### src/jbws_pkg.sv
// ----------------------------------------------------------------------------
// JPEG bit writer package
// Types and constants shared by the front end, the job queue and the back end.
// ----------------------------------------------------------------------------
`default_nettype none

package jbws_pkg;

    // Marker and stuffing byte values.
    localparam logic [7:0] BYTE_FF   = 8'hFF;
    localparam logic [7:0] BYTE_D9   = 8'hD9;
    localparam logic [7:0] BYTE_ZERO = 8'h00;

    // Field widths.
    localparam int CODE_W   = 16;
    localparam int LEN_W    = 5;
    localparam int CMD_W    = 2;
    localparam int CFG_IDX_W = 3;

    // Longest code that is appended.
    localparam logic [LEN_W-1:0] MAX_LEN = 5'd16;

    // Configuration register indexes.
    localparam logic [CFG_IDX_W-1:0] CFG_SAME_CODE = 3'd0;
    localparam logic [CFG_IDX_W-1:0] CFG_SAME_LEN  = 3'd1;
    localparam logic [CFG_IDX_W-1:0] CFG_B2W_CODE  = 3'd2;
    localparam logic [CFG_IDX_W-1:0] CFG_B2W_LEN   = 3'd3;
    localparam logic [CFG_IDX_W-1:0] CFG_W2B_CODE  = 3'd4;
    localparam logic [CFG_IDX_W-1:0] CFG_W2B_LEN   = 3'd5;

    // Command codes.
    typedef enum logic [CMD_W-1:0] {
        CMD_RAW    = 2'd0,
        CMD_MODULE = 2'd1,
        CMD_BLANK  = 2'd2,
        CMD_FINISH = 2'd3
    } t_cmd;

    // Job queue depth and derived widths.
    localparam int QDEPTH = 2;
    localparam int QPTR_W = (QDEPTH > 1) ? $clog2(QDEPTH) : 1;
    localparam int QCNT_W = $clog2(QDEPTH + 1);

    // One job: up to three bytes in stream order, with a stuffing flag.
    typedef struct packed {
        logic [7:0] b0;
        logic [7:0] b1;
        logic [7:0] b2;
        logic [1:0] nb;     // number of bytes, 1 to 3
        logic       stuff;  // follow each 0xFF with a 0x00
    } t_job;

    // Queue status seen by the front and back ends.
    typedef struct packed {
        logic empty;
        logic full;
    } t_q_stat;

endpackage

`default_nettype wire

### src/jbws_front.sv
// ----------------------------------------------------------------------------
// JPEG bit writer front end
// Holds the configuration and the leftover bits, turns each item that yields bytes into a job.
// ----------------------------------------------------------------------------
`default_nettype none

module jbws_front (
    input  wire logic                           i_clk,
    input  wire logic                           i_rst_n,
    input  wire logic                           i_cfg_we,
    input  wire logic [jbws_pkg::CFG_IDX_W-1:0] i_cfg_index,
    input  wire logic [jbws_pkg::CODE_W-1:0]    i_cfg_data,
    input  wire logic                           i_accept,
    input  wire logic [jbws_pkg::CMD_W-1:0]     i_cmd,
    input  wire logic [jbws_pkg::CODE_W-1:0]    i_code_value,
    input  wire logic [jbws_pkg::LEN_W-1:0]     i_code_length,
    input  wire logic                           i_module_black,
    input  wire logic                           i_row_start,
    output      logic                           o_push,
    output      jbws_pkg::t_job                 o_job
);
    import jbws_pkg::*;

    logic [CODE_W-1:0] r_same_code, r_b2w_code, r_w2b_code;
    logic [LEN_W-1:0]  r_same_len, r_b2w_len, r_w2b_len;
    logic [6:0]        r_acc, n_acc;
    logic [2:0]        r_cnt, n_cnt;
    logic              r_prev, n_prev;

    t_cmd              cmd;
    logic              prev_eff;
    logic [CODE_W-1:0] sel_code;
    logic [LEN_W-1:0]  sel_len_raw;
    logic [LEN_W-1:0]  sel_len;
    logic [16:0]       mask;
    logic [CODE_W-1:0] masked;
    logic [23:0]       hi_bits;
    logic [23:0]       code_bits;
    logic [23:0]       word;
    logic [LEN_W-1:0]  total;
    logic [1:0]        app_nb;
    logic [23:0]       left_bits;
    logic [7:0]        pad_byte;

    // Configuration registers, to be written by the user only while the block is idle; the block does not enforce it.
    always_ff @(posedge i_clk) begin
        if (!i_rst_n) begin
            r_same_code <= '0;
            r_same_len  <= LEN_W'(1);
            r_b2w_code  <= '0;
            r_b2w_len   <= LEN_W'(1);
            r_w2b_code  <= '0;
            r_w2b_len   <= LEN_W'(1);
        end else if (i_cfg_we) begin
            unique case (i_cfg_index)
                CFG_SAME_CODE: r_same_code <= i_cfg_data;
                CFG_SAME_LEN:  r_same_len  <= i_cfg_data[LEN_W-1:0];
                CFG_B2W_CODE:  r_b2w_code  <= i_cfg_data;
                CFG_B2W_LEN:   r_b2w_len   <= i_cfg_data[LEN_W-1:0];
                CFG_W2B_CODE:  r_w2b_code  <= i_cfg_data;
                CFG_W2B_LEN:   r_w2b_len   <= i_cfg_data[LEN_W-1:0];
                default: ;
            endcase
        end
    end

    // Pick the code for the command; a row start takes the previous module as white.
    always_comb begin
        cmd         = t_cmd'(i_cmd);
        prev_eff    = i_row_start ? 1'b0 : r_prev;
        sel_code    = i_code_value;
        sel_len_raw = i_code_length;
        unique case (cmd)
            CMD_RAW: begin
                sel_code    = i_code_value;
                sel_len_raw = i_code_length;
            end
            CMD_MODULE: begin
                if (prev_eff == i_module_black) begin
                    sel_code    = r_same_code;
                    sel_len_raw = r_same_len;
                end else if (prev_eff) begin
                    sel_code    = r_b2w_code;
                    sel_len_raw = r_b2w_len;
                end else begin
                    sel_code    = r_w2b_code;
                    sel_len_raw = r_w2b_len;
                end
            end
            CMD_BLANK: begin
                sel_code    = r_same_code;
                sel_len_raw = r_same_len;
            end
            CMD_FINISH: begin
                sel_code    = '0;
                sel_len_raw = '0;
            end
            default: ;
        endcase
        sel_len = (sel_len_raw > MAX_LEN) ? MAX_LEN : sel_len_raw;
    end

    // Merge the held bits and the code into one MSB-aligned 24-bit word.
    always_comb begin
        mask      = (17'd1 << sel_len) - 17'd1;
        masked    = sel_code & mask[CODE_W-1:0];
        hi_bits   = {r_acc, 17'b0} << (3'd7 - r_cnt);
        code_bits = ({masked, 8'b0} << (MAX_LEN - sel_len)) >> r_cnt;
        word      = hi_bits | code_bits;
        total     = {2'b00, r_cnt} + sel_len;
        app_nb    = total[4:3];
        left_bits = word << {app_nb, 3'b000};
        pad_byte  = hi_bits[23:16] | (8'hFF >> r_cnt);
    end

    // Next state and the job for this item.
    always_comb begin
        n_acc  = r_acc;
        n_cnt  = r_cnt;
        n_prev = r_prev;
        o_job  = '{b0: word[23:16], b1: word[15:8], b2: BYTE_ZERO,
                   nb: app_nb, stuff: (cmd != CMD_BLANK)};
        if (cmd == CMD_FINISH) begin
            n_acc = '0;
            n_cnt = '0;
            if (r_cnt != 3'd0) begin
                o_job = '{b0: pad_byte, b1: BYTE_FF, b2: BYTE_D9, nb: 2'd3, stuff: 1'b0};
            end else begin
                o_job = '{b0: BYTE_FF, b1: BYTE_D9, b2: BYTE_ZERO, nb: 2'd2, stuff: 1'b0};
            end
        end else begin
            n_cnt = total[2:0];
            n_acc = left_bits[23:17] >> (3'd7 - total[2:0]);
            if (cmd == CMD_MODULE) begin
                n_prev = i_module_black;
            end
        end
        o_push = i_accept && (o_job.nb != 2'd0);
    end

    // Leftover bits and the previous module colour.
    always_ff @(posedge i_clk) begin
        if (!i_rst_n) begin
            r_acc  <= '0;
            r_cnt  <= '0;
            r_prev <= 1'b0;
        end else if (i_accept) begin
            r_acc  <= n_acc;
            r_cnt  <= n_cnt;
            r_prev <= n_prev;
        end
    end

endmodule

`default_nettype wire

### src/jbws_queue.sv
// ----------------------------------------------------------------------------
// JPEG bit writer job queue
// Short FIFO of jobs between the front end and the byte sequencer.
// ----------------------------------------------------------------------------
`default_nettype none

module jbws_queue (
    input  wire logic    i_clk,
    input  wire logic    i_rst_n,
    input  wire logic    i_push,
    input  wire jbws_pkg::t_job i_job,
    input  wire logic    i_pop,
    output jbws_pkg::t_job o_head,
    output jbws_pkg::t_q_stat o_stat
);
    import jbws_pkg::*;

    t_job              r_mem [QDEPTH];
    logic [QPTR_W-1:0] r_wptr, r_rptr;
    logic [QCNT_W-1:0] r_count;
    logic              do_push, do_pop;

    assign o_stat.empty = (r_count == QCNT_W'(0));
    assign o_stat.full  = (r_count == QCNT_W'(QDEPTH));
    assign do_push      = i_push && !o_stat.full;
    assign do_pop       = i_pop && !o_stat.empty;
    assign o_head       = r_mem[r_rptr];

    // Job storage.
    always_ff @(posedge i_clk) begin
        if (do_push) begin
            r_mem[r_wptr] <= i_job;
        end
    end

    // Pointers and fill count.
    always_ff @(posedge i_clk) begin
        if (!i_rst_n) begin
            r_wptr  <= '0;
            r_rptr  <= '0;
            r_count <= '0;
        end else begin
            if (do_push) begin
                r_wptr <= (r_wptr == QPTR_W'(QDEPTH - 1)) ? '0 : r_wptr + QPTR_W'(1);
            end
            if (do_pop) begin
                r_rptr <= (r_rptr == QPTR_W'(QDEPTH - 1)) ? '0 : r_rptr + QPTR_W'(1);
            end
            if (do_push && !do_pop) begin
                r_count <= r_count + QCNT_W'(1);
            end else if (do_pop && !do_push) begin
                r_count <= r_count - QCNT_W'(1);
            end
        end
    end

endmodule

`default_nettype wire

### src/jbws_back.sv
// ----------------------------------------------------------------------------
// JPEG bit writer back end
// Walks the bytes of the head job, inserts stuffed zeros, drives the output.
// ----------------------------------------------------------------------------
`default_nettype none

module jbws_back (
    input  wire logic        i_clk,
    input  wire logic        i_rst_n,
    input  wire jbws_pkg::t_job    i_head,
    input  wire jbws_pkg::t_q_stat i_stat,
    output      logic        o_pop,
    output      logic        o_out_valid,
    input  wire logic        i_out_stall,
    output      logic [7:0]  o_out_byte,
    output      logic        o_last
);
    import jbws_pkg::*;

    logic [1:0] r_idx;
    logic       r_stuff;
    logic       r_valid;
    logic [7:0] r_byte;
    logic       r_last;

    logic [7:0] cur_byte;
    logic       do_stuff;
    logic       end_byte;
    logic       emit;

    // Current byte of the head job.
    always_comb begin
        case (r_idx)
            2'd0:    cur_byte = i_head.b0;
            2'd1:    cur_byte = i_head.b1;
            default: cur_byte = i_head.b2;
        endcase
        do_stuff = i_head.stuff && (cur_byte == BYTE_FF) && !r_stuff;
        end_byte = (r_idx == (i_head.nb - 2'd1));
        emit     = !i_stat.empty && (!r_valid || !i_out_stall);
        o_pop    = emit && end_byte && !do_stuff;
    end

    // Byte position and pending stuffed zero.
    always_ff @(posedge i_clk) begin
        if (!i_rst_n) begin
            r_idx   <= '0;
            r_stuff <= 1'b0;
        end else if (emit) begin
            if (do_stuff) begin
                r_stuff <= 1'b1;
            end else begin
                r_stuff <= 1'b0;
                r_idx   <= end_byte ? 2'd0 : r_idx + 2'd1;
            end
        end
    end

    // Output register; it parts the queue from the consumer.
    always_ff @(posedge i_clk) begin
        if (!i_rst_n) begin
            r_valid <= 1'b0;
        end else if (emit) begin
            r_valid <= 1'b1;
        end else if (!i_out_stall) begin
            r_valid <= 1'b0;
        end
    end

    always_ff @(posedge i_clk) begin
        if (emit) begin
            r_byte <= r_stuff ? BYTE_ZERO : cur_byte;
            r_last <= end_byte && !do_stuff;
        end
    end

    assign o_out_valid = r_valid;
    assign o_out_byte  = r_byte;
    assign o_last      = r_last;

endmodule

`default_nettype wire

### src/jpeg_bit_writer_with_stuffing.sv
// ----------------------------------------------------------------------------
// JPEG bit writer with byte stuffing
// Packs codes MSB-first into scan bytes, stuffs 0xFF of raw and module codes, ends with EOI.
// ----------------------------------------------------------------------------
//  Channel  Direction  Handshake                   Payload
//  in       input      i_in_valid / o_in_stall     cmd, code_value, code_length,
//                                                  module_black, row_start
//  out      output     o_out_valid / i_out_stall   out_byte, last
//  cfg      input      i_cfg_we                    i_cfg_index, i_cfg_data
//
//  An item can be accepted every cycle while the two-entry job queue has room.
//  The byte sequencer sends one byte per cycle unless the output stalls;
//  an item yields zero to four bytes, so the sequencer sets the rate.
//  The first byte of an item passes the job queue, then the output register.
//  Reset is synchronous and active low; it empties the queue and the output.
//  A stall on the output fills the queue, then stalls the input.
// ----------------------------------------------------------------------------
`default_nettype none

module jpeg_bit_writer_with_stuffing (
    input  wire logic                           i_clk,
    input  wire logic                           i_rst_n,
    input  wire logic                           i_cfg_we,
    input  wire logic [jbws_pkg::CFG_IDX_W-1:0] i_cfg_index,
    input  wire logic [jbws_pkg::CODE_W-1:0]    i_cfg_data,
    input  wire logic                           i_in_valid,
    output      logic                           o_in_stall,
    input  wire logic [jbws_pkg::CMD_W-1:0]     i_cmd,
    input  wire logic [jbws_pkg::CODE_W-1:0]    i_code_value,
    input  wire logic [jbws_pkg::LEN_W-1:0]     i_code_length,
    input  wire logic                           i_module_black,
    input  wire logic                           i_row_start,
    output      logic                           o_out_valid,
    input  wire logic                           i_out_stall,
    output      logic [7:0]                     o_out_byte,
    output      logic                           o_last
);
    import jbws_pkg::*;

    t_job    push_job, head_job;
    t_q_stat q_stat;
    logic    push, pop, accept;

    // Input is taken whenever the queue has room.
    assign o_in_stall = q_stat.full;
    assign accept     = i_in_valid && !q_stat.full;

    jbws_front u_front (
        .i_clk          (i_clk),
        .i_rst_n        (i_rst_n),
        .i_cfg_we       (i_cfg_we),
        .i_cfg_index    (i_cfg_index),
        .i_cfg_data     (i_cfg_data),
        .i_accept       (accept),
        .i_cmd          (i_cmd),
        .i_code_value   (i_code_value),
        .i_code_length  (i_code_length),
        .i_module_black (i_module_black),
        .i_row_start    (i_row_start),
        .o_push         (push),
        .o_job          (push_job)
    );

    jbws_queue u_queue (
        .i_clk   (i_clk),
        .i_rst_n (i_rst_n),
        .i_push  (push),
        .i_job   (push_job),
        .i_pop   (pop),
        .o_head  (head_job),
        .o_stat  (q_stat)
    );

    jbws_back u_back (
        .i_clk       (i_clk),
        .i_rst_n     (i_rst_n),
        .i_head      (head_job),
        .i_stat      (q_stat),
        .o_pop       (pop),
        .o_out_valid (o_out_valid),
        .i_out_stall (i_out_stall),
        .o_out_byte  (o_out_byte),
        .o_last      (o_last)
    );

endmodule

`default_nettype wire

### config.mk
export PLATFORM = sky130hd
export DESIGN_NAME = jpeg_bit_writer_with_stuffing
export DESIGN_NICKNAME = d
export VERILOG_FILES = /design/src/jbws_pkg.sv /design/src/jbws_front.sv /design/src/jbws_queue.sv /design/src/jbws_back.sv /design/src/jpeg_bit_writer_with_stuffing.sv
export SDC_FILE = /design/constraint.sdc
export NUM_CORES = 1
export LEC_CHECK = 0
export BUFFER_PORTS_ARGS = -buffer_cell sky130_fd_sc_hd__clkbuf_2
export CAP_MARGIN = 20
export CORE_MARGIN = 2
export CORE_UTILIZATION = 60
export DETAILED_ROUTE_END_ITERATION = 10
export GPL_ROUTABILITY_DRIVEN = 0
export HOLD_SLACK_MARGIN = 0.05
export PLACE_DENSITY = 0.89
export SLEW_MARGIN = 20
export SYNTH_ARGS = -nofsm -noshare
export SYNTH_HDL_FRONTEND = slang
export SYNTH_SLANG_ARGS = --single-unit
### constraint.sdc
create_clock -name i_clk -period 12.6 [get_ports i_clk]
set_input_delay 1.89 -clock i_clk [delete_from_list [all_inputs] [get_ports i_clk]]
set_output_delay 1.89 -clock i_clk [all_outputs]
set_load 0.005 [all_outputs]
==> results.txt <==
Number of global-route vias before repair: 9521
Tcrit/Tclk final: 67.82%
Yosys reg bits: 132
Synth Flop Type: dfxtp_1
Pre-CTS setup slack: 3.457 ns
Root Driver: clkbuf_16
Hold Vio Cnt, Final: 0
Clock Pin Slew Worst Setup and Hold Paths: 0.06 ns
Int Pwr: 0.9795 mW
Clk_skew: 0.009123 ns
Cell taking the most area after synthesis: dfxtp_1
Clock power frac: 32.6%
IO Count: 60
Worst skew pair latency: 0.43 ns
Initial antenna violation count: 0
CTS buffer count: 17
DP HPWL: 21040 um
Unrepaired setup endpoints after global routing: no
Switching power: 0.5600 mW
FP Rows: 46
Die Span Y: 130.9 um
Synth Area in XOR/XNOR: 1.178%
Cts repair resizes: 0
CP endpoint kind: flip-flop
Most numerous cell in the Yosys netlist: nand2_1
Max-cap viol count: 0
Post-Synth Adder-Cell Area: 1.889%
Nets: 1288
Share of layout cells above drive strength 1: 13.73%
Most frequent cells after synthesis: 189 x nand2_1, 125 x nor2_1, 109 x a21oi_1, 83 x dfxtp_1, 54 x clkbuf_1
Count of hold-fix buffers inserted at cts: 0
Sequential-to-total area share from yosys stat: 32.40%
Pin count of the biggest net entering global routing: 78
Syn_nets: 1280
H-tree levels: 4
Post-synthesis compound-gate area fraction: 26.37%
Post-CTS Setup Inserts: 0
Initial DRC Count: 2132
Die area: 17150 um2
Comb power frac: 33.5%
IO buf count: 59
Placeable Area: 15830 um2
DRC violations left: 0
Number of flops mapped to enable cells by yosys: 49
WS Path Type: input port to flip-flop
Routed via count: 10280
Synth Area per Inst: 7.945 um2
TritonRoute pass-1 iters: 11
Final slew viol count: 0
Setup TNS: 0 ns
WL/cell: 20.81 um
Area post-placement: 9978 um2
Layout area overhead: 9.368%
Post-synth ARST share: 0%
GR Overflow Total: 0
Power per cell area: 145.6 nW/um2
Detailed Route WL: 30260 um
Tot Pwr: 1.540 mW
GRT Overall Usage: 35.56%
Final setup margin: 4.055 ns
Yosys warnings: 0
Final Cell Area: 10580 um2
Post-DRT Antenna Nets: 0
Max_slew headroom: 26.59%
Main combinational cell family by area after synthesis: compound AO/OA/AOI/OAI gates
Cell variety after synth: 94
F_max: 117.0 MHz
WP data arrival: 8.86 ns
Required @ worst endpoint: 12.92 ns
TritonCTS clock tree: done
Synthesized cell area: 9669 um2
CTS Buffer Depth: 2
Cells after synthesis: 1217
Worst Tran Pin Value: 1.095 ns
# setup viols final: 0
Worst-path fanout max: 38
Synth Area in Simple Gates: 24.21%
Chip Width: 130.9 um
Sequential power share: 33.9%
Top cell type's share of synthesized area: 17.18%
Synth top area cells: dfxtp_1 17%, edfxtp_1 15%, nand2_1 7.3%
P_leak: 3.925 nW
Status: finished, final reports clean
Via density: 7.071
Critical Path Start Type: input port
Antenna diodes: 0
Worst min-delay path category: flip-flop to flip-flop
Worst IR Drop VDD: 0.0001134 V
Multiplexer share of the synthesized area: 9.278%
Final Critical Period: 8.545 ns
Clk sinks: 132
Sw frac: 36.37%
Starting Density: 61.09%
Global-route wire length before repair: 47820 um
## state kept, by name, indices dropped and copies added (netlist names), 3 cells and up, named ones only
name                 count
u_front.r_w2b_code      16
u_front.r_cnt            3
u_queue.r_mem           40
u_front.r_same_code     16
u_front.r_same_len       5
u_front.r_acc            7
u_front.r_b2w_code      16
u_front.r_b2w_len        5
u_front.r_w2b_len        5
u_back.o_out_byte        8
## critical path, stage by stage
cell and delay [ns]:
clkbuf_2 0.58, nor2b_1 0.27, a22oi_1 0.58, nor2b_1 0.21, nor3_4 0.21, buf_4 0.32
inv_4 0.16, ha_1 0.25, ha_1 0.37, nand2_1 0.13, ha_1 0.29, inv_1 0.10
or3_1 0.36, o2111a_1 0.28, o21ai_0 0.34, nand2_1 0.09, o311ai_1 0.63, o211ai_1 0.27
mux4_2 0.54, a221oi_2 0.43, a211o_1 0.19, a21oi_1 0.04, o31a_1 0.28
## final timing paths
kind                              start                    end  slack, ns  cells past startpoint
setup / recovery               i_cmd[0]       u_front.r_acc[2]       4.06                     23
hold / removal    u_front.r_w2b_code[5]  u_front.r_w2b_code[5]       0.46                      2
hold reg to reg   u_front.r_w2b_code[5]  u_front.r_w2b_code[5]       0.46                      2
setup reg to reg         u_front.r_prev       u_front.r_acc[2]       5.65                     22
## through the flow
stage	std cells	hold WS [ns]	util [%]
detailed placement	1421	0.4479	63.04
CTS	1453	0.4564	66.77
global placement	1421	0.4418	63.04
finish	1454	0.4584	66.81
floorplan	1217	0.4338	-
global route	1454	0.4767	66.81
## final cells by class
class,count,area [um2]
Tap cell,216,270.3
Timing Repair Buffer,72,392.9
Multi-Input combinational cell,976,6090
Inverter,26,100.1
Fill cell,1214,5253
Clock buffer,19,442.9
Sequential cell,132,3133
Clock inverter,13,146.4
## layer usage
metal,GRT usage (%),part of all wire [%]
met5,0,0
met4,21.46,6.7
met3,8.510,12
met2,57.30,45
met1,43.16,36
## cell usage in the layout, fill, tap and decap left out, drive strengths merged, types with 7 or more instances in the layout
cell type  synthesis  routed
a211o              7       7
a211oi            18      18
a21o              14      14
a21oi            112     112
a22oi             12      12
a311oi            16      16
a31oi             27      27
and2               8       8
buf               29      13
clkbuf            54      78
clkinv             2       7
dfxtp             83      83
edfxtp            49      49
ha                13      13
inv               24      30
mux2              24      24
mux2i             51      51
nand2            189     189
nand2b            16      16
nand3             46      46
nand4             14      14
nor2             125     125
nor2b             12      12
nor3              37      37
nor4              15      15
o211ai            17      17
o21ai             37      37
o311ai             7       7
o31ai             15      15
or2               14      14
or3                9       9
xnor2              9       9
## cell families (layout without fill, tap and decap cells)
logic type / Yosys count / in the layout
buffers and inverters: 109 / 130
flip-flops: 132 / 132
multiplexers: 80 / 80
AO/OA/AOI/OAI: 364 / 364
AND/OR/NAND/NOR: 505 / 505
XOR/XNOR: 13 / 13
adder cells (fa/ha/maj): 14 / 14
## power by group through the flow
stage	Clock (mW)	Sequential (mW)	Combinational [mW]
after floorplan	0	0.524	0.362
after global placement	0	0.529	0.477
after detailed placement	0	0.531	0.490
after CTS	0.501	0.522	0.494
after global routing	0.516	0.528	0.554
final	0.501	0.522	0.516
No activity file was read; power rests on OpenSTA's default activity.
